`src/hw/rtl/i2c_slave_transmitter_unit_macros.svh`:
```
// Assertion macros for the I2C slave transmitter RTL.
// No dependencies; include by bare file name where assertions are written.
`ifndef I2C_SLAVE_TRANSMITTER_UNIT_MACROS_SVH
`define I2C_SLAVE_TRANSMITTER_UNIT_MACROS_SVH

// Check a property on every rising edge once reset is released.
`define I2CST_ASSERT(name, clk, rstn, prop, msg) \
  name: assert property (@(posedge clk) disable iff (!rstn) prop) else $error(msg);

// Check a property on every rising edge, during reset as well.
`define I2CST_ASSERT_ALWAYS(name, clk, prop, msg) \
  name: assert property (@(posedge clk) prop) else $error(msg);

`endif

```
`src/hw/rtl/i2cst_pkg.sv`:
```
// Shared types, codes and helpers for the I2C slave transmitter.
// No dependencies; imported by every module of the block.
package i2cst_pkg;

  // Register file layout
  localparam int unsigned CFG_DATA_W = 48;
  localparam int unsigned CFG_IDX_W  = 2;
  localparam logic [CFG_IDX_W-1:0] CFG_SLAVE_ADDR = 2'd0;
  localparam logic [CFG_IDX_W-1:0] CFG_ON_CODE    = 2'd1;
  localparam logic [CFG_IDX_W-1:0] CFG_REPLY_DATA = 2'd2;

  localparam logic [7:0] SLAVE_ADDR_RST = 8'h3C;
  localparam logic [7:0] ON_CODE_RST    = 8'h02;

  localparam int unsigned REPLY_BYTES_DEF = 6;
  localparam int unsigned REPLY_BYTES_MAX = 6;

  // Event kinds
  localparam logic EVT_SDA_EDGE = 1'b0;
  localparam logic EVT_SCL_RISE = 1'b1;

  // Clock counter landmarks
  localparam int unsigned CNT_W = 7;
  localparam logic [CNT_W-1:0] CNT_ADDR_ACK = 7'd9;
  localparam logic [CNT_W-1:0] CNT_LAST     = 7'd63;

  typedef struct packed {
    logic event_kind;
    logic sda_level;
    logic scl_level;
  } in_item_t;

  typedef struct packed {
    logic sda_drive;
    logic sda_value;
    logic switch_on;
    logic busy_res;
  } out_item_t;

  typedef struct packed {
    logic [7:0] slave_address;
    logic [7:0] on_code;
  } addr_cfg_t;

  typedef struct packed {
    logic       hit;
    logic [2:0] idx;
  } byte_slot_t;

  // Clocks that open a reply byte and which byte they load
  function automatic byte_slot_t byte_slot(input logic [CNT_W-1:0] cnt);
    byte_slot_t s;
    s.hit = 1'b1;
    case (cnt)
      7'd10: s.idx = 3'd0;
      7'd19: s.idx = 3'd1;
      7'd28: s.idx = 3'd2;
      7'd37: s.idx = 3'd3;
      7'd46: s.idx = 3'd4;
      7'd55: s.idx = 3'd5;
      default: begin
        s.hit = 1'b0;
        s.idx = 3'd0;
      end
    endcase
    return s;
  endfunction

endpackage

```
`src/hw/rtl/i2cst_regs.sv`:
```
// Configuration registers of the I2C slave transmitter.
// Depends on i2cst_pkg.
module i2cst_regs #(
  parameter int unsigned REPLY_BYTES = i2cst_pkg::REPLY_BYTES_DEF
) (
  input  logic                                clk_i,
  input  logic                                rst_ni,
  input  logic                                cfg_we_i,
  input  logic [i2cst_pkg::CFG_IDX_W-1:0]     cfg_idx_i,
  input  logic [i2cst_pkg::CFG_DATA_W-1:0]    cfg_wdata_i,
  output i2cst_pkg::addr_cfg_t                addr_cfg_o,
  output logic [REPLY_BYTES*8-1:0]            reply_o
);
  import i2cst_pkg::*;

  localparam int unsigned ReplyW = REPLY_BYTES * 8;

  logic [7:0]        slave_q;
  logic [7:0]        on_code_q;
  logic [ReplyW-1:0] reply_q;

  // Write the addressed register; keep only the bytes that are sent
  always_ff @(posedge clk_i or negedge rst_ni) begin
    if (!rst_ni) begin
      slave_q   <= SLAVE_ADDR_RST;
      on_code_q <= ON_CODE_RST;
      reply_q   <= '0;
    end else if (cfg_we_i) begin
      case (cfg_idx_i)
        CFG_SLAVE_ADDR: slave_q   <= cfg_wdata_i[7:0];
        CFG_ON_CODE:    on_code_q <= cfg_wdata_i[7:0];
        CFG_REPLY_DATA: reply_q   <= cfg_wdata_i[CFG_DATA_W-1 -: ReplyW];
        default: ;
      endcase
    end
  end

  assign addr_cfg_o.slave_address = slave_q;
  assign addr_cfg_o.on_code       = on_code_q;
  assign reply_o                  = reply_q;

endmodule

```
`src/hw/rtl/i2cst_fsm.sv`:
```
// Session state of the I2C slave transmitter: start, address, ack, reply bits.
// Depends on i2cst_pkg.
module i2cst_fsm #(
  parameter int unsigned REPLY_BYTES = i2cst_pkg::REPLY_BYTES_DEF
) (
  input  logic                         clk_i,
  input  logic                         rst_ni,
  input  logic                         step_i,
  input  i2cst_pkg::in_item_t          evt_i,
  input  i2cst_pkg::addr_cfg_t         addr_cfg_i,
  input  logic [REPLY_BYTES*8-1:0]     reply_i,
  output i2cst_pkg::out_item_t         res_o
);
  import i2cst_pkg::*;

  logic             active_q, active_d;
  logic [CNT_W-1:0] cnt_q, cnt_d;
  logic [7:0]       addr_q, addr_d;
  logic [7:0]       tx_q, tx_d;
  logic             sda_out_q, sda_out_d;
  logic             drive_q, drive_d;
  logic             switch_q, switch_d;

  logic [CNT_W-1:0] cnt_inc;
  byte_slot_t       slot;
  logic [7:0]       reply_byte;

  assign cnt_inc = cnt_q + 7'd1;
  assign slot    = byte_slot(cnt_inc);

  // Pick the reply byte for this slot; bytes past the configured count are zero
  always_comb begin
    reply_byte = '0;
    for (int b = 0; b < REPLY_BYTES; b++) begin
      if (slot.idx == 3'(b)) begin
        reply_byte = reply_i[(REPLY_BYTES-1-b)*8 +: 8];
      end
    end
  end

  // Advance the session on one pin event
  always_comb begin
    active_d  = active_q;
    cnt_d     = cnt_q;
    addr_d    = addr_q;
    tx_d      = tx_q;
    sda_out_d = sda_out_q;
    drive_d   = drive_q;
    switch_d  = switch_q;
    if (!active_q) begin
      if (evt_i.event_kind == EVT_SDA_EDGE && !evt_i.sda_level && evt_i.scl_level) begin
        active_d = 1'b1;
      end
    end else if (evt_i.event_kind == EVT_SCL_RISE) begin
      cnt_d = cnt_inc;
      if (cnt_inc < CNT_ADDR_ACK) begin
        addr_d = {addr_q[6:0], evt_i.sda_level};
      end else if (cnt_inc == CNT_ADDR_ACK) begin
        drive_d   = 1'b1;
        sda_out_d = 1'b0;
        if (addr_q != addr_cfg_i.slave_address) begin
          // Foreign byte: steer the switch by the on code and drop the session
          switch_d = (addr_q == addr_cfg_i.on_code);
          active_d = 1'b0;
          cnt_d    = '0;
          addr_d   = '0;
          drive_d  = 1'b0;
        end
      end else if (cnt_inc > CNT_LAST) begin
        active_d = 1'b0;
        cnt_d    = '0;
        addr_d   = '0;
        drive_d  = 1'b0;
      end else if (slot.hit) begin
        sda_out_d = reply_byte[7];
        tx_d      = {reply_byte[6:0], 1'b0};
      end else begin
        // Shift out the next bit; ack slots see an empty register and send zero
        sda_out_d = tx_q[7];
        tx_d      = {tx_q[6:0], 1'b0};
      end
    end
  end

  // Hold session state between events
  always_ff @(posedge clk_i or negedge rst_ni) begin
    if (!rst_ni) begin
      active_q  <= 1'b0;
      cnt_q     <= '0;
      addr_q    <= '0;
      tx_q      <= '0;
      sda_out_q <= 1'b0;
      drive_q   <= 1'b0;
      switch_q  <= 1'b1;
    end else if (step_i) begin
      active_q  <= active_d;
      cnt_q     <= cnt_d;
      addr_q    <= addr_d;
      tx_q      <= tx_d;
      sda_out_q <= sda_out_d;
      drive_q   <= drive_d;
      switch_q  <= switch_d;
    end
  end

  assign res_o.sda_drive = drive_d;
  assign res_o.sda_value = drive_d & sda_out_d;
  assign res_o.switch_on = switch_d;
  assign res_o.busy_res  = active_d;

endmodule

```
`src/hw/rtl/i2c_slave_transmitter_unit.sv`:
```
// I2C slave transmitter: one pin event in, one line-drive result out per event.
// An accepted event sits in an input register; the session logic turns it into a
// result in the output register when that register is free or being taken, so one
// event is accepted every cycle while the output is not stalled. The path through
// the single session-update stage sets this rate. Configuration writes land at once;
// the user must make them only while no event is in flight (the block does not enforce it).
// Depends on i2cst_pkg, i2cst_regs, i2cst_fsm and the assertion macro header.
module i2c_slave_transmitter_unit #(
  parameter int unsigned REPLY_BYTES = i2cst_pkg::REPLY_BYTES_DEF
) (
  input  logic                              clk_i,
  input  logic                              rst_ni,
  input  logic                              in_valid_i,
  output logic                              in_ready_o,
  input  i2cst_pkg::in_item_t               in_data_i,
  output logic                              out_valid_o,
  input  logic                              out_ready_i,
  output i2cst_pkg::out_item_t              out_data_o,
  input  logic                              cfg_we_i,
  input  logic [i2cst_pkg::CFG_IDX_W-1:0]   cfg_idx_i,
  input  logic [i2cst_pkg::CFG_DATA_W-1:0]  cfg_wdata_i
);
  import i2cst_pkg::*;
  `include "i2c_slave_transmitter_unit_macros.svh"

  logic                     in_vld_q;
  in_item_t                 in_q;
  logic                     out_vld_q;
  out_item_t                out_q;
  logic                     advance;
  addr_cfg_t                addr_cfg;
  logic [REPLY_BYTES*8-1:0] reply;
  out_item_t                res;

  // Move the held event into the result register when that slot frees up
  assign advance    = in_vld_q && (!out_vld_q || out_ready_i);
  assign in_ready_o = !in_vld_q || advance;

  i2cst_regs #(.REPLY_BYTES(REPLY_BYTES)) u_regs (
    .clk_i      (clk_i),
    .rst_ni     (rst_ni),
    .cfg_we_i   (cfg_we_i),
    .cfg_idx_i  (cfg_idx_i),
    .cfg_wdata_i(cfg_wdata_i),
    .addr_cfg_o (addr_cfg),
    .reply_o    (reply)
  );

  i2cst_fsm #(.REPLY_BYTES(REPLY_BYTES)) u_fsm (
    .clk_i     (clk_i),
    .rst_ni    (rst_ni),
    .step_i    (advance),
    .evt_i     (in_q),
    .addr_cfg_i(addr_cfg),
    .reply_i   (reply),
    .res_o     (res)
  );

  // Input register valid
  always_ff @(posedge clk_i or negedge rst_ni) begin
    if (!rst_ni) begin
      in_vld_q <= 1'b0;
    end else if (in_ready_o) begin
      in_vld_q <= in_valid_i;
    end
  end

  // Capture the event on each transfer
  always_ff @(posedge clk_i) begin
    if (in_valid_i && in_ready_o) begin
      in_q <= in_data_i;
    end
  end

  // Result register valid
  always_ff @(posedge clk_i or negedge rst_ni) begin
    if (!rst_ni) begin
      out_vld_q <= 1'b0;
    end else if (advance) begin
      out_vld_q <= 1'b1;
    end else if (out_ready_i) begin
      out_vld_q <= 1'b0;
    end
  end

  // Load the result
  always_ff @(posedge clk_i) begin
    if (advance) begin
      out_q <= res;
    end
  end

  assign out_valid_o = out_vld_q;
  assign out_data_o  = out_q;

  `I2CST_ASSERT(a_value_needs_drive, clk_i, rst_ni, out_vld_q |-> (!out_q.sda_value || out_q.sda_drive), "driven level shown while SDA released")
  `I2CST_ASSERT(a_drive_needs_busy, clk_i, rst_ni, (out_vld_q && out_q.sda_drive) |-> out_q.busy_res, "SDA driven outside a session")
  `I2CST_ASSERT(a_stall_cause, clk_i, rst_ni, !in_ready_o |-> (in_vld_q && out_vld_q && !out_ready_i), "input stalled without a full pipeline")
  `I2CST_ASSERT_ALWAYS(a_reset_empty, clk_i, !rst_ni |=> (!in_vld_q && !out_vld_q), "pipeline not empty after reset")

endmodule

```
`config.mk`:
```
export PLATFORM = sky130hd
export DESIGN_NAME = i2c_slave_transmitter_unit
export DESIGN_NICKNAME = d
export VERILOG_FILES = /design/src/hw/rtl/i2cst_pkg.sv /design/src/hw/rtl/i2cst_regs.sv /design/src/hw/rtl/i2cst_fsm.sv /design/src/hw/rtl/i2c_slave_transmitter_unit.sv
export VERILOG_INCLUDE_DIRS = /design/src /design/src/hw/rtl
export SDC_FILE = /design/constraint.sdc
export NUM_CORES = 1
export LEC_CHECK = 0
export ABC_AREA = 1
export BUFFER_PORTS_ARGS = -buffer_cell sky130_fd_sc_hd__buf_2
export CAP_MARGIN = 20
export CELL_PAD_IN_SITES_DETAIL_PLACEMENT = 2
export CELL_PAD_IN_SITES_GLOBAL_PLACEMENT = 2
export CORE_UTILIZATION = 25
export DETAILED_ROUTE_END_ITERATION = 6
export PLACE_DENSITY = 0.73
export SYNTH_ARGS = -nofsm -noshare
export SYNTH_HDL_FRONTEND = slang
export SYNTH_SLANG_ARGS = --single-unit
export TNS_END_PERCENT = 50
```
`constraint.sdc`:
```
create_clock -name clk_i -period 2.3 [get_ports clk_i]
set_input_delay 0.115 -clock clk_i [delete_from_list [all_inputs] [get_ports clk_i]]
set_output_delay 0.115 -clock clk_i [all_outputs]
set_load 0.03 [all_outputs]
```
==> results by group <==
Yosys
  • Synth area leader: dfrtp_1
  • Async set-reset flop share out of synthesis: 92.9%
  • Seq/Total Area, Yosys: 51.9%
  • Most used DFF post-synth: dfrtp_1
  • Synthesized flop and latch total: 99
  • Yosys warns: 0
  • Mapped Avg Cell Area: 8.73 µm²
  • Commonest cells in the synthesized netlist: nand2_1 (105), dfrtp_1 (86), inv_1 (83)
  • Top-count cell post-synth: nand2_1
  • Mapped Cells: 556
  • EDFF count, synth: 7
  • Post-Syn Area: 4850 µm²
  • Synth unique cells: 40
  • Top cell type's share of synthesized area: 44.3%
  • Post-synth net total: 619
  • Top cells by area, synth: dfrtp_1 (44%), nand2_1 (8.1%), inv_1 (6.4%)

Detailed routing
  • Drt drc: 0
  • 1st-iter DRT viols: 137
  • WL final: 15,900 µm
  • Drt first pass iters: 4
  • Via count: 4,198
  • Via density per instance: 4.49
  • Antenna viol nets, final: 0
  • Average wire per standard cell: 17.0 µm

Power
  • Lkg Pwr: 3.17 nW
  • Total power: 0.00674 W
  • Peak VDD IR: 0.356 mV
  • Power Density: 1020 nW/µm²

Timing
  • Max Fclk: 0.420 GHz
  • Tmin final: 2.38 ns
  • Final Cycle Share: 103%
  • Clk_skew: 0.00941 ns
  • Worst slew pin tran: 0.859 ns
  • Max transition margin: 42.6%
  • Final Hold Fails: 0
  • Setup repair after global routing missed its margin: true
  • Fin worst setup slack: -0.0790 ns
  • Slew Viols, Final: 0
  • Setup-failing EPs final: 8
  • WHS: 0.00481 ns

Worst setup path
  • CP Max Fanout: 6
  • Endpoint class of the critical path: register
  • CP required: 2.40 ns
  • Worst Path Class, Setup: reg -> reg
  • Critical path arrival: 2.48 ns
  • Worst setup SP type: register

Floorplanning
  • Die area: 20,000 µm²
  • Core ar.: 18,900 µm²
  • Die Ht: 141 µm
  • Initial core utilization: 25.7%
  • Die width: 141 µm
  • Std-Cell Rows: 50
  • Io pins: 64

CTS
  • Clk root buf: clkbuf_16
  • Reg clk slew, reported paths: 0.07 ns
  • Clock Latency Late Sink: 0.35 ns
  • Clock Sinks: 99
  • Num CTS Buffers: 9
  • Bufs on Longest Clock Path: 2
  • CTS tree: yes
  • H-tree depth: 3

Global route
  • First-pass GRT wire length: 25,100 µm
  • All-Layer GR Usage: 16.2%
  • Vias in the first global route: 4,833
  • Grt ovf: 0
  • Antenna violations before repair: 0
  • Largest net degree at the start of global routing: 60

Status
  • Violated checks: setup timing
  • Status: finished, violations left

Place
  • Hpwl dp: 11,000 µm
  • Number of port buffers: 63
  • Final estimated routing congestion in global placement: 0.806

Finish
  • Area grow syn2layout: 36.1%
  • Ant diodes: 0
  • Fin util: 35.0%
  • Fin nets: 732
  • Layout cells sized above 1: 34.0%

Flow run
  • MaxCap Viol Count: 0

Hold path
  • Hold Crit Class: in -> reg
==> critical path: stages, from the launching register on <==
cell     delay (ns)
dfrtp_1        0.42
buf_6          0.16
inv_1          0.11
ha_1           0.37
inv_1          0.07
nor2_1         0.21
a41oi_4        0.19
buf_4          0.19
nand2_4        0.08
inv_4          0.04
nor2_4         0.10
inv_2          0.06
nand2_4        0.09
a21oi_2        0.03
==> power by group <==
group	total [W]	switching, W	leakage [nW]	internal (W)
registers	0.00256	0.000357	1.14	0.00220
clock network	0.00161	0.000668	0.149	0.000943
logic	0.00257	0.00156	1.88	0.00101
==> metrics by stage <==
step | area (µm²) | setup WS [ns] | cells | setup TNS [ns]
3_5_place_dp | 5650 | -0.260 | 893 | -1.57
5_1_grt | 6610 | -0.198 | 934 | -2.88
6_report | 6610 | -0.0790 | 934 | -0.265
2_1_floorplan | 4850 | 0.135 | 556 | 0
3_3_place_gp | 5650 | -0.0955 | 893 | -0.389
4_1_cts | 6350 | -0.0707 | 932 | -0.288
==> layout make-up <==
cell class / instances / area (µm²)
clock buffer: 15 / 279
multi-input combinational: 357 / 2310
tap: 260 / 325
sequential: 99 / 2520
fill: 2126 / 12300
timing repair buffer: 114 / 798
clock inverter: 1 / 30.0
inverter: 88 / 339
==> repair_timing <==
action	CTS	global route
gates resized for setup	44	64
setup endpoints to repair	23	28
pin swaps	15	21
buffers inserted	6	2
endpoints found under the hold margin	48	0
hold buffers	17	0
==> cells in the final DEF (no fill, tap or decap), types with 10 or more instances in the layout <==
| cell type | count |
|---|---|
| nand2_1 | 90 |
| dfrtp_1 | 85 |
| inv_1 | 78 |
| buf_2 | 62 |
| nor2_1 | 43 |
| o21ai_0 | 29 |
| mux2_2 | 25 |
| buf_4 | 25 |
| nand3_1 | 24 |
| a21oi_1 | 17 |
| dlygate4sd3_1 | 17 |
| nand2_2 | 15 |
| nor2_4 | 11 |
| xnor2_1 | 11 |
| o21ai_1 | 10 |
| clkbuf_16 | 10 |
==> cell families (layout without fill, tap and decap cells) <==
| group | after synthesis | in the layout | synth area share [%] |
|---|---|---|---|
| adder cells (fa/ha/maj) | 5 | 5 | 1.29 |
| AND/OR/NAND/NOR | 229 | 229 | 20.9 |
| AO/OA/AOI/OAI | 85 | 85 | 9.74 |
| buffers and inverters | 100 | 218 | 7.99 |
| flip-flops | 99 | 99 | 51.9 |
| multiplexers | 25 | 25 | 5.80 |
| XOR/XNOR | 13 | 13 | 2.35 |
==> routing by layer <==
metal	vias up	routed length (µm)	GRT usage, %
li1	2004	-	-
met1	2117	6880	19.4
met2	58	8480	29.4
met3	19	314	1.96
met4	0	247	6.58
met5	-	0	0
==> flip-flops by register name (all words and copies together), names as in the netlist, 3 cells and up <==
signal / count
u_regs.slave_q: 8
u_regs.on_code_q: 8
u_fsm.tx_q: 7
u_fsm.cnt_q: 7
out_data_o: 4
u_fsm.addr_q: 8
u_regs.reply_o: 48
in_q: 3
==> worst paths after layout <==
check	startpoint	slack (ns)	end	depth (start not counted)
worst max-delay path	u_fsm.cnt_q[0]$_DFFE_PN0P_	-0.08	out_data_o[2]$_DFFE_PP_	13
worst min-delay path	cfg_wdata_i[15]	0.005	u_regs.reply_o[15]$_DFFE_PN0P_	2
worst max register to register	u_fsm.cnt_q[0]$_DFFE_PN0P_	-0.08	out_data_o[2]$_DFFE_PP_	13
worst min register to register	u_fsm.sda_out_q$_DFFE_PN0P_	0.50	u_fsm.sda_out_q$_DFFE_PN0P_	2
max in group asynchronous	rst_ni	1.30	u_regs.slave_q[3]$_DFFE_PN1P_	3
min in group asynchronous	rst_ni	0.25	u_regs.reply_o[37]$_DFFE_PN0P_	2
No activity file was read; power rests on OpenSTA's default activity.
